--- config.mk ---
export PLATFORM = sky130hd
export DESIGN_NAME = ceb_ram
export DESIGN_NICKNAME = d
export VERILOG_FILES = /design/src/rtl/core/ceb_ram.sv
export SDC_FILE = /design/constraint.sdc
export NUM_CORES = 1
export LEC_CHECK = 0
export ABC_AREA = 1
export BUFFER_PORTS_ARGS = -buffer_cell sky130_fd_sc_hd__buf_2
export CAP_MARGIN = 20
export CORE_UTILIZATION = 55
export CTS_CLUSTER_DIAMETER = 60
export DETAILED_ROUTE_END_ITERATION = 6
export GPL_ROUTABILITY_DRIVEN = 1
export PLACE_DENSITY = 0.72
export SETUP_SLACK_MARGIN = 0.3
export SLEW_MARGIN = 20
export SYNTH_ARGS = -nofsm -noshare
export SYNTH_HDL_FRONTEND = slang
export SYNTH_SLANG_ARGS = --single-unit
--- constraint.sdc ---
create_clock -name clk_i -period 1.1 [get_ports clk_i]
set_input_delay 0.22 -clock clk_i [delete_from_list [all_inputs] [get_ports clk_i]]
set_output_delay 0.22 -clock clk_i [all_outputs]
set_load 0.005 [all_outputs]
--- src/rtl/core/ceb_ram.sv ---
`timescale 1ns / 1ps

module ceb_ram #(
  parameter int Width = 8,
  parameter int Depth = 16
) (
  input  logic                     clk_i,
  input  logic                     we_i,
  input  logic [$clog2(Depth)-1:0] waddr_i,
  input  logic [Width-1:0]         wdata_i,
  input  logic [$clog2(Depth)-1:0] raddr_i,
  output logic [Width-1:0]         rdata_o
);

  logic [Width-1:0] mem_q [Depth];
  logic [Width-1:0] rdata_q;

  always_ff @(posedge clk_i) begin
    if (we_i) begin
      mem_q[waddr_i] <= wdata_i;
    end
    rdata_q <= mem_q[raddr_i];
  end

  assign rdata_o = rdata_q;

endmodule

# == Word level (Yosys, flattened, before mapping) ==
# Memory sizes are Yosys's and may differ from the RTL's. A register that Yosys moved wholly into a read port is not among the register bits.
# Index checks and enable logic that the tools add are counted.
# word_totals
word_cells,3
ramBits,128
ff_bits,0
out_inout_bits,8
input_bits,18
n_memories,1
# op_classes
muxes,2
# mem_list
memory,words,word_bits,rd,rd_clocked_by_memory_dff,write_ports,line_no,source
mem_q,16,8,1,1,1,15,logic [Width-1:0] mem_q [Depth];
# op_table
cell,n
2-to-1 mux 1 bit,2

# == Depth between registers and ports, before layout ==
# Gate-level depths: netlist of run 1.
# depth
ltp_word,2
mapped_depth,8
depth_no_buf,7

# == Worst setup path after synthesis of run 1 ==
# Ideal clock, no wire load.
# synth_path
kind,input-to-reg
start,in waddr_i[3]
end,"mem mem_q[4][0], enable pin"
required_time_ns,0.730
path_stages,2
arrival_time_ns,0.801
n_path_buf,0
setup_ns,0.370
setup_slack_ns,-0.071
cell_sequence,nand3b_1 > nor2_1
# synth_lines
element,line_no,source
"start, declared",9,"input logic [$clog2(Depth)-1:0] waddr_i,"
"end, declared",15,
# Straight into the memory's write port.

# == Worst setup path after layout of run 1 ==
# layout_path
start,"reg rdata_q[3], in the netlist rdata_o[3] (read register of mem_q)"
end,out rdata_o[3]
# layout_lines
element,line_no,source
"start, declared",16,logic [Width-1:0] rdata_q;
"end, declared",12,output logic [Width-1:0] rdata_o
# No word-level cell between the ends.

==> results of run 1 <==
[state kept, by name, summed over array words and instances (netlist names)]
| signal | flops |
|---|---|
| rdata_o | 8 |
| mem_q | 128 |
[how the worst max path moves through the flow]
stage / end / slack, ps / depth (start not counted)
after detailed placement: mem_q[5][7]$_DFFE_PP_ / -190 / 4
after global routing: rdata_o[3] / -120 / 1
after floorplan: mem_q[10][0]$_DFFE_PP_ / 6 / 2
final: rdata_o[3] / -100 / 1
after CTS: rdata_o[3] / -120 / 1
after global placement: mem_q[6][7]$_DFFE_PP_ / -170 / 4
[where the power goes]
part | switching (W) | internal, W
logic | 0.000604 | 0.000302
clock network | 0.00198 | 0.00346
registers | 0.0000385 | 0.00580
[cells by family after synthesis]
group / Yosys count
flops: 136
buf+inv: 126
simple gates: 289
[cell usage after synthesis (all sizes together)]
master and instances:
nand2 173, edfxtp 128, inv 102, nand3 97, buf 24, nor2 17, dfxtp 8, nand3b 2
[what timing repair did]
action	in CTS	in global routing
gates resized for setup	36	35
setup endpoints to repair	16	24
hold buffers	1	0
pin swaps	30	22
endpoints found under the hold margin	1	0
[routing by layer]
layer	wire length [um]	vias to the layer above	GRT usage (%)	part of all wire [%]
li1	-	1868	-	-
met3	750	34	5.83	5.8
met5	0	-	0	0
met2	6480	147	40.2	50
met1	5360	1903	32.7	41
met4	408	0	14.0	3.1
[cell type report]
cell class / count / area [sq um]
repair buffers: 51 / 398
inverters: 102 / 395
fillers: 673 / 3020
well taps: 136 / 170
flip-flops and latches: 136 / 4010
multi-input cells: 289 / 1660
clock inverters: 7 / 92.6
clock buffers: 25 / 484
[stage by stage]
step                      setup slack [ps]  util (%)
after global routing                  -125      70.5
after detailed placement              -190      61.8
after floorplan                       6.36         -
after global placement                -168      61.8
after CTS                             -119      69.1
final                                -98.3      70.5
[placed cells by master (no fill, tap or decap), drive strengths merged]
cell type and count:
clkbuf 25, dfxtp 8, inv 102, nand3b 2
nand3 97, edfxtp 128, bufinv 2, buf 50
nor2 17, nand2 173, clkinv 2, clkinvlp 3
dlygate4sd3 1
==> impl_metrics.ini, run 1 <==
[route]
dr.pass1.iters = 5
wire_per_inst_um = 17.4
drtIter0Drc = 301
via_per_inst = 5.30
drc = 0
wl_um = 13000
vias = 3952
postRouteAntennaNets = 0

[clocking]
cts_sinks = 136
cts.clk_slew.worst_paths_ps = 60
clk-insertion-delay-late_ps = 530
cts_max_level = 4
cts_tree = built
clk_root_buffer_cell = clkbuf_8
cts_buffers = 17
cts_buffer_depth = 2
cts_setup_buffers = 0

[critical_path]
worstSetupEndpointType = output pin
required_ps = 880
cp_top_family = flip-flops
max_stage_delay_ps = 360
r2r_start = mem_q[5][0]$_DFFE_PP_
critical_path.max_fanout = 1
startpoint = rdata_o[3]$_DFF_P_
reg2regPathDepth = 6
path_buf_inv = 1
critPathKind = reg -> out
r2r_end = rdata_o[0]$_DFF_P_
arrival_ps = 980
ff2ff_setup_slack_ps = 130
worstSetupStartpointType = flop
critPathSlowestCell = dfxtp_2
path_cells = buf_6

[logic_synthesis]
synth_top_family_by_area = simple AND/OR/NAND/NOR gates
ys_seq_elements = 136
yosys.area_share.simple_pct = 21.0
syn_area_per_cell_sq_um = 10.5
yosysTopAreaCellShare_pct = 66.7
synth_top_area_cell = edfxtp_1
synth_compound_area_share_pct = 0
ys_seq_area_share_pct = 69.4
muxShareOfSynthArea_pct = 0
synthAdderAreaFrac_pct = 0
synthCells = 551
synth_nets = 569
yosysWarnings = 0
ys_types = 12
synthTopCellsByArea = edfxtp_1 67%, nand2_1 11%, nand3_1 8.4%
synth-xor-area-share_pct = 0
syn_area_sq_um = 5770

[place]
dp_cells = 713
globalplace.congestion = 0.944
port_buffers = 25
dp_hpwl_um = 8060
place_area_sq_um = 6320

[floorplan]
start_util_pct = 56.4
die_h_um = 104
coreArea_sq_um = 10200
dieArea_sq_um = 10900
io_pins = 26
num_rows = 37
fp.dieW_um = 104

[sta]
finalCritPeriodShare_pct = 109
whs_ps = 133
maxSlewHeadroom_pct = 73.5
grt_setup_unrepaired = yes
period_minus_slack_ps = 1200
max_freq_mhz = 835
tns_ps = -516
setup_slack_ps = -98.3
worst_pin_slew_ps = 398
skew_ps = 7.38
setup_viol = 8
slew_violations = 0
hold_viol_final = 0

[pwr]
power_w = 0.0122
p_leak_nw = 3.08
max-vdd-ir-drop_mv = 1.04
p_per_area_nw_per_um2 = 1690

[job]
maxCapViolCount = 0

[worst_hold_path]
worstHoldPathType = in -> reg
whs_path_depth = 1
hold_path_end = mem_q[1][4]$_DFFE_PP_
hp-start = wdata_i[4]

[global_routing]
grt_remaining_overflow = 0
grt_usage_pct = 25.5
grt_pass1_wl_um = 20100
grt_start_max_net_pins = 35
grt_antenna_before_repair = 0
grt_pass1_vias = 3897

[run_status]
violations = negative setup slack
status = finished with violations

[finish]
diodes = 0
drive_gt1_share_pct = 30.3
fin_cells = 746
final_net_count = 615
synthToLayoutAreaGrowth_pct = 25.1
fin_area_sq_um = 7210
(Power assumes the default switching activity.)
==> run 2: changes to the inputs <==
--- a/config.mk
+++ b/config.mk
@@ -5,14 +5,14 @@
 export SDC_FILE = /design/constraint.sdc
 export NUM_CORES = 1
 export LEC_CHECK = 0
-export ABC_AREA = 1
+export ABC_AREA = 0
 export BUFFER_PORTS_ARGS = -buffer_cell sky130_fd_sc_hd__buf_2
 export CAP_MARGIN = 20
-export CORE_UTILIZATION = 55
+export CORE_UTILIZATION = 54
 export CTS_CLUSTER_DIAMETER = 60
 export DETAILED_ROUTE_END_ITERATION = 6
 export GPL_ROUTABILITY_DRIVEN = 1
-export PLACE_DENSITY = 0.72
+export PLACE_DENSITY = 0.71
 export SETUP_SLACK_MARGIN = 0.3
 export SLEW_MARGIN = 20
 export SYNTH_ARGS = -nofsm -noshare
==> impl_metrics.ini, run 2 <==
[run_status]
status = finished with violations
violations = negative setup slack

[global_routing]
grt_remaining_overflow = 0
grt_pass1_wl_um = 15400
grt_start_max_net_pins = 17
grt_pass1_vias = 2638
grt_usage_pct = 22.8
grt_antenna_before_repair = 0

[sta]
maxSlewHeadroom_pct = 39.3
slew_violations = 0
finalCritPeriodShare_pct = 118
hold_viol_final = 0
worst_pin_slew_ps = 908
skew_ps = 13.9
setup_slack_ps = -193
setup_viol = 16
period_minus_slack_ps = 1290
max_freq_mhz = 774
tns_ps = -1660
grt_setup_unrepaired = yes

[clocking]
cts_max_level = 4
cts_buffers = 17
cts_sinks = 136
clk_root_buffer_cell = clkbuf_8
cts_tree = built
clk-insertion-delay-late_ps = 510
cts_buffer_depth = 2
cts.clk_slew.worst_paths_ps = 60

[route]
top_layer = met4
m1WireLength_um = 3930
wl_met3_um = 524
wl_um = 10000
postRouteAntennaNets = 0
vias = 2494
drc = 0
routed-wl-met2_um = 5480
wire_per_inst_um = 22.7
drtIter0Drc = 182
via_per_inst = 5.66
dr.pass1.iters = 4

[critical_path]
critPathKind = reg -> reg
worstSetupStartpointType = flop
r2r_end = rdata_o[4]$_DFF_P_
startpoint = mem_q[10][4]$_DFFE_PP_
path_cells = mux4_2 -> a22oi_1 -> nand2_1
required_ps = 1480
critPathSlowestCell = mux4_2
critical_path.max_fanout = 1
cp_top_family = multiplexers
reg2regPathDepth = 3
arrival_ps = 1680
worstSetupEndpointType = flop
ff2ff_setup_slack_ps = -190
r2r_start = mem_q[10][4]$_DFFE_PP_
max_stage_delay_ps = 480
path_buf_inv = 0

[finish]
layout_commonest_cell = edfxtp_1
fin_cells = 441
fill_cells = 518
synthToLayoutAreaGrowth_pct = 29.8
fin_util_pct = 72.3
layout_common_cells = 128 x edfxtp_1, 32 x mux4_2, 22 x buf_12
fin_area_sq_um = 6680
drive_gt1_share_pct = 50.3
largest_register = mem_q
final_net_count = 317
largest_reg_flops = 128
diodes = 0

[logic_synthesis]
ys_seq_area_share_pct = 77.8
yosysWarnings = 0
ys_seq_elements = 136
synth_nets = 247
synth_top_area_cell = edfxtp_1
syn_area_sq_um = 5150
synthCells = 229
synth_top_cells_by_count = 128 x edfxtp_1, 18 x mux4_2, 16 x a22oi_1
ys_types = 19
syn_area_per_cell_sq_um = 22.5
async_flop_share_pct = 0
synth.most_common_cell = edfxtp_1
ys.flop_type = edfxtp_1
synth-edff-count = 128
synthTopCellsByArea = edfxtp_1 75%, mux4_2 7.9%, mux4_1 7.1%
yosysTopAreaCellShare_pct = 74.7

[pwr]
max-vdd-ir-drop_mv = 0.876
power_w = 0.0121
p_per_area_nw_per_um2 = 1810
p_leak_nw = 2.22

[floorplan]
io_pins = 26
die_h_um = 99.6
num_rows = 35
dieArea_sq_um = 9930
coreArea_sq_um = 9240
start_util_pct = 55.7
fp.dieW_um = 99.6

[worst_hold_path]
worstHoldPathType = in -> reg
whs_path_depth = 1
hp-start = wdata_i[4]
hold_path_end = mem_q[10][4]$_DFFE_PP_

[place]
dp_cells = 407
dp_hpwl_um = 6450
place_area_sq_um = 5970
port_buffers = 25
globalplace.congestion = 0.727

[job]
maxCapViolCount = 0
## run 2: changes by cell type in the layout (fill, tap and decap cells not counted), sizes merged, moves of 3 or more
cell,change
nand3,-96
buf,+11
nand2,-164
a22oi,+16
nor2,-4
clkinv,+3
mux4,+32
nor3,+4
clkbuf,-8
inv,-100
## run 2: logic make-up (layout without fill, tap and decap cells)
family	Yosys count	in the layout	synth area share (%)
AO/OA/AOI/OAI	16	16	2.33
multiplexers	32	32	15.0
flip-flops	136	136	77.8
AND/OR/NAND/NOR	35	35	3.18
buffers and inverters	10	93	1.68
## run 2: area by class of cell
cell class | instances | area [sq um] | share of cell area (%)
flip-flops and latches | 136 | 4010 | 60.0
clock buffers | 17 | 414 | 6.20
clock inverters | 15 | 176 | 2.64
multi-input cells | 83 | 1210 | 18.1
well taps | 129 | 161 | 2.42
repair buffers | 61 | 714 | 10.7
## run 2: metal layers
| layer | up-vias | global-route usage [%] |
|---|---|---|
| met5 | - | 0 |
| met4 | 0 | 7.58 |
| met3 | 6 | 6.18 |
| met2 | 80 | 37.7 |
| met1 | 1303 | 29.8 |
| li1 | 1105 | - |
## run 2: worst reg2reg max path, stage by stage (launching register included)
cell,delay (ps)
edfxtp_1,380
mux4_2,480
a22oi_1,240
nand2_1,70
## run 2: timing repair
action                                  4_1_cts  5_1_grt
pin swaps                                     8        3
hold buffers                                  0        0
endpoints found under the setup margin       89       72
buffers inserted                              2        0
gates resized for setup                      24        2
## run 2: how the worst max path moves through the flow
stage,cells past startpoint,to
3_3_place_gp,5,rdata_o[7]$_DFF_P_
4_1_cts,3,rdata_o[6]$_DFF_P_
2_1_floorplan,2,mem_q[0][0]$_DFFE_PP_
6_report,3,rdata_o[4]$_DFF_P_
5_1_grt,3,rdata_o[2]$_DFF_P_
3_5_place_dp,5,rdata_o[7]$_DFF_P_
## run 2: report_power, final
group	total, W	internal, W	switching [W]	leakage [nW]
clock	0.00552	0.00345	0.00207	0.274
combinational	0.000724	0.000356	0.000368	0.718
sequential	0.00584	0.00580	0.0000424	1.22
## run 2: metrics by stage
stage | setup WS, ps | hold slack, ps
after floorplan | -223 | 319
after global placement | -505 | 603
after detailed placement | -499 | 598
after CTS | -185 | 82.7
after global routing | -223 | 79.9
final | -193 | 86.9
==> run 3: changes to the inputs <==
--- a/config.mk
+++ b/config.mk
@@ -12,9 +12,10 @@
 export CTS_CLUSTER_DIAMETER = 60
 export DETAILED_ROUTE_END_ITERATION = 6
 export GPL_ROUTABILITY_DRIVEN = 1
-export PLACE_DENSITY = 0.71
+export PLACE_DENSITY_LB_ADDON = 0.2
 export SETUP_SLACK_MARGIN = 0.3
 export SLEW_MARGIN = 20
 export SYNTH_ARGS = -nofsm -noshare
 export SYNTH_HDL_FRONTEND = slang
 export SYNTH_SLANG_ARGS = --single-unit
+export TNS_END_PERCENT = 50
==> impl_metrics.ini, run 3 (synthesis gave the netlist of run 2 again) <==
[floorplan]
start_util_pct = 55.7
die_h_um = 99.6
coreArea_sq_um = 9240
dieArea_sq_um = 9930
io_pins = 26
num_rows = 35
fp.dieW_um = 99.6

[route]
drc = 0
postRouteAntennaNets = 0
dr.pass1.iters = 4
vias = 2485
wl_um = 9910
via_per_inst = 5.61
drtIter0Drc = 182
wire_per_inst_um = 22.4

[sta]
tns_ps = -1680
hold_viol_final = 0
period_minus_slack_ps = 1300
finalCritPeriodShare_pct = 118
grt_setup_unrepaired = yes
skew_ps = 6.50
max_freq_mhz = 769
worst_pin_slew_ps = 862
setup_viol = 16
maxSlewHeadroom_pct = 42.4
slew_violations = 0
setup_slack_ps = -200

[run_status]
violations = negative setup slack
status = finished with violations

[pwr]
max-vdd-ir-drop_mv = 1.27
p_per_area_nw_per_um2 = 1880
p_leak_nw = 2.21

[global_routing]
grt_start_max_net_pins = 19
grt_pass1_vias = 2621
grt_usage_pct = 22.2
grt_remaining_overflow = 0
grt_antenna_before_repair = 0
grt_pass1_wl_um = 15100

[critical_path]
worstSetupEndpointType = flop
reg2regPathDepth = 3
arrival_ps = 1700
worstSetupStartpointType = flop
critical_path.max_fanout = 1
required_ps = 1500
critPathKind = reg -> reg

[place]
globalplace.congestion = 0.773
dp_hpwl_um = 6340
port_buffers = 25
post-place-ws_ps = -576

[finish]
area.sequential_sq_um = 4010
diodes = 0
fin_util_pct = 71.2
synthToLayoutAreaGrowth_pct = 27.8
largest_reg_flops = 128
final_net_count = 319
largest_register = mem_q
drive_gt1_share_pct = 48.4
fill_cells = 556
multi_input_area_sq_um = 1150
layout_commonest_cell = edfxtp_1
layout_common_cells = 128 x edfxtp_1, 32 x mux4_2, 19 x buf_2

[clocking]
cts_max_level = 4
cts_buffers = 17
cts-hold-fix-buffers = 0
cts_buffer_depth = 2
clk-insertion-delay-late_ps = 510
clk_root_buffer_cell = clkbuf_8
cts_sinks = 136
cts_tree = built
cts.clk_slew.worst_paths_ps = 60

[worst_hold_path]
whs_path_depth = 1
worstHoldPathType = in -> reg

[job]
maxCapViolCount = 0
## run 3: cell count changes in the layout (fill, tap and decap cells not counted), moves of 3 or more
cell        before  now
buf_4            9   15
nor2_4          11    5
buf_12          22   12
a22oi_2          8    4
clkinvlp_4       5    2
a22oi_1          8   12
nor2_2           1    5
buf_6            9   17
## run 3: timing repair
| item | CTS | global route |
|---|---|---|
| gates resized for setup | 19 | 22 |
| pin swaps | 5 | 7 |
| setup buffers | 1 | 0 |
| gates cloned | 0 | 0 |
| setup endpoints to repair | 109 | 117 |
## run 3: path summary, 6_finish.rpt
kind	from	end	slack (ps)
min	wdata_i[5]	mem_q[6][5]$_DFFE_PP_	80
max reg2reg	mem_q[2][4]$_DFFE_PP_	rdata_o[4]$_DFF_P_	-200
min reg2reg	mem_q[14][0]$_DFFE_PP_	rdata_o[0]$_DFF_P_	690
max	mem_q[2][4]$_DFFE_PP_	rdata_o[4]$_DFF_P_	-200
## run 3: worst max-delay path, cell delays in order, from the launching register on
cell and delay (ps):
edfxtp_1 390, mux4_2 490, a22oi_2 220, nand2_1 90
## run 3: cell type report
| cell class | instances | share of cell area (%) |
|---|---|---|
| sequential | 136 | 61.0 |
| multi-input combinational | 83 | 17.4 |
| clock inverter | 11 | 2.59 |
| clock buffer | 21 | 6.83 |
| tap | 129 | 2.45 |
| timing repair buffer | 63 | 9.72 |
## run 3: report_power, final
part | leakage (nW) | internal (W) | switching, W
logic | 0.692 | 0.000340 | 0.000351
clock network | 0.296 | 0.00380 | 0.00201
registers | 1.22 | 0.00580 | 0.0000390
total | 2.21 | 0.00994 | 0.00240
## run 3: per-stage QoR
step / instances / hold WS, ps / cell area (sq um) / total power, W
after global placement: 410 / 592 / 5800 / 0.00655
after CTS: 443 / 64.3 / 6490 / 0.0124
after floorplan: 229 / 319 / 5210 / 0.00626
after global routing: 443 / 90.9 / 6580 / 0.0127
final: 443 / 80.5 / 6580 / 0.0123
after detailed placement: 410 / 596 / 5800 / 0.00657
## run 3: per-layer routing
metal / track usage (%) / routed length (um) / up-vias
li1: - / - / 1111
met1: 31.5 / 4390 / 1276
met2: 34.2 / 4860 / 83
met3: 4.36 / 510 / 15
met4: 9.73 / 151 / 0
met5: 0 / 0 / -
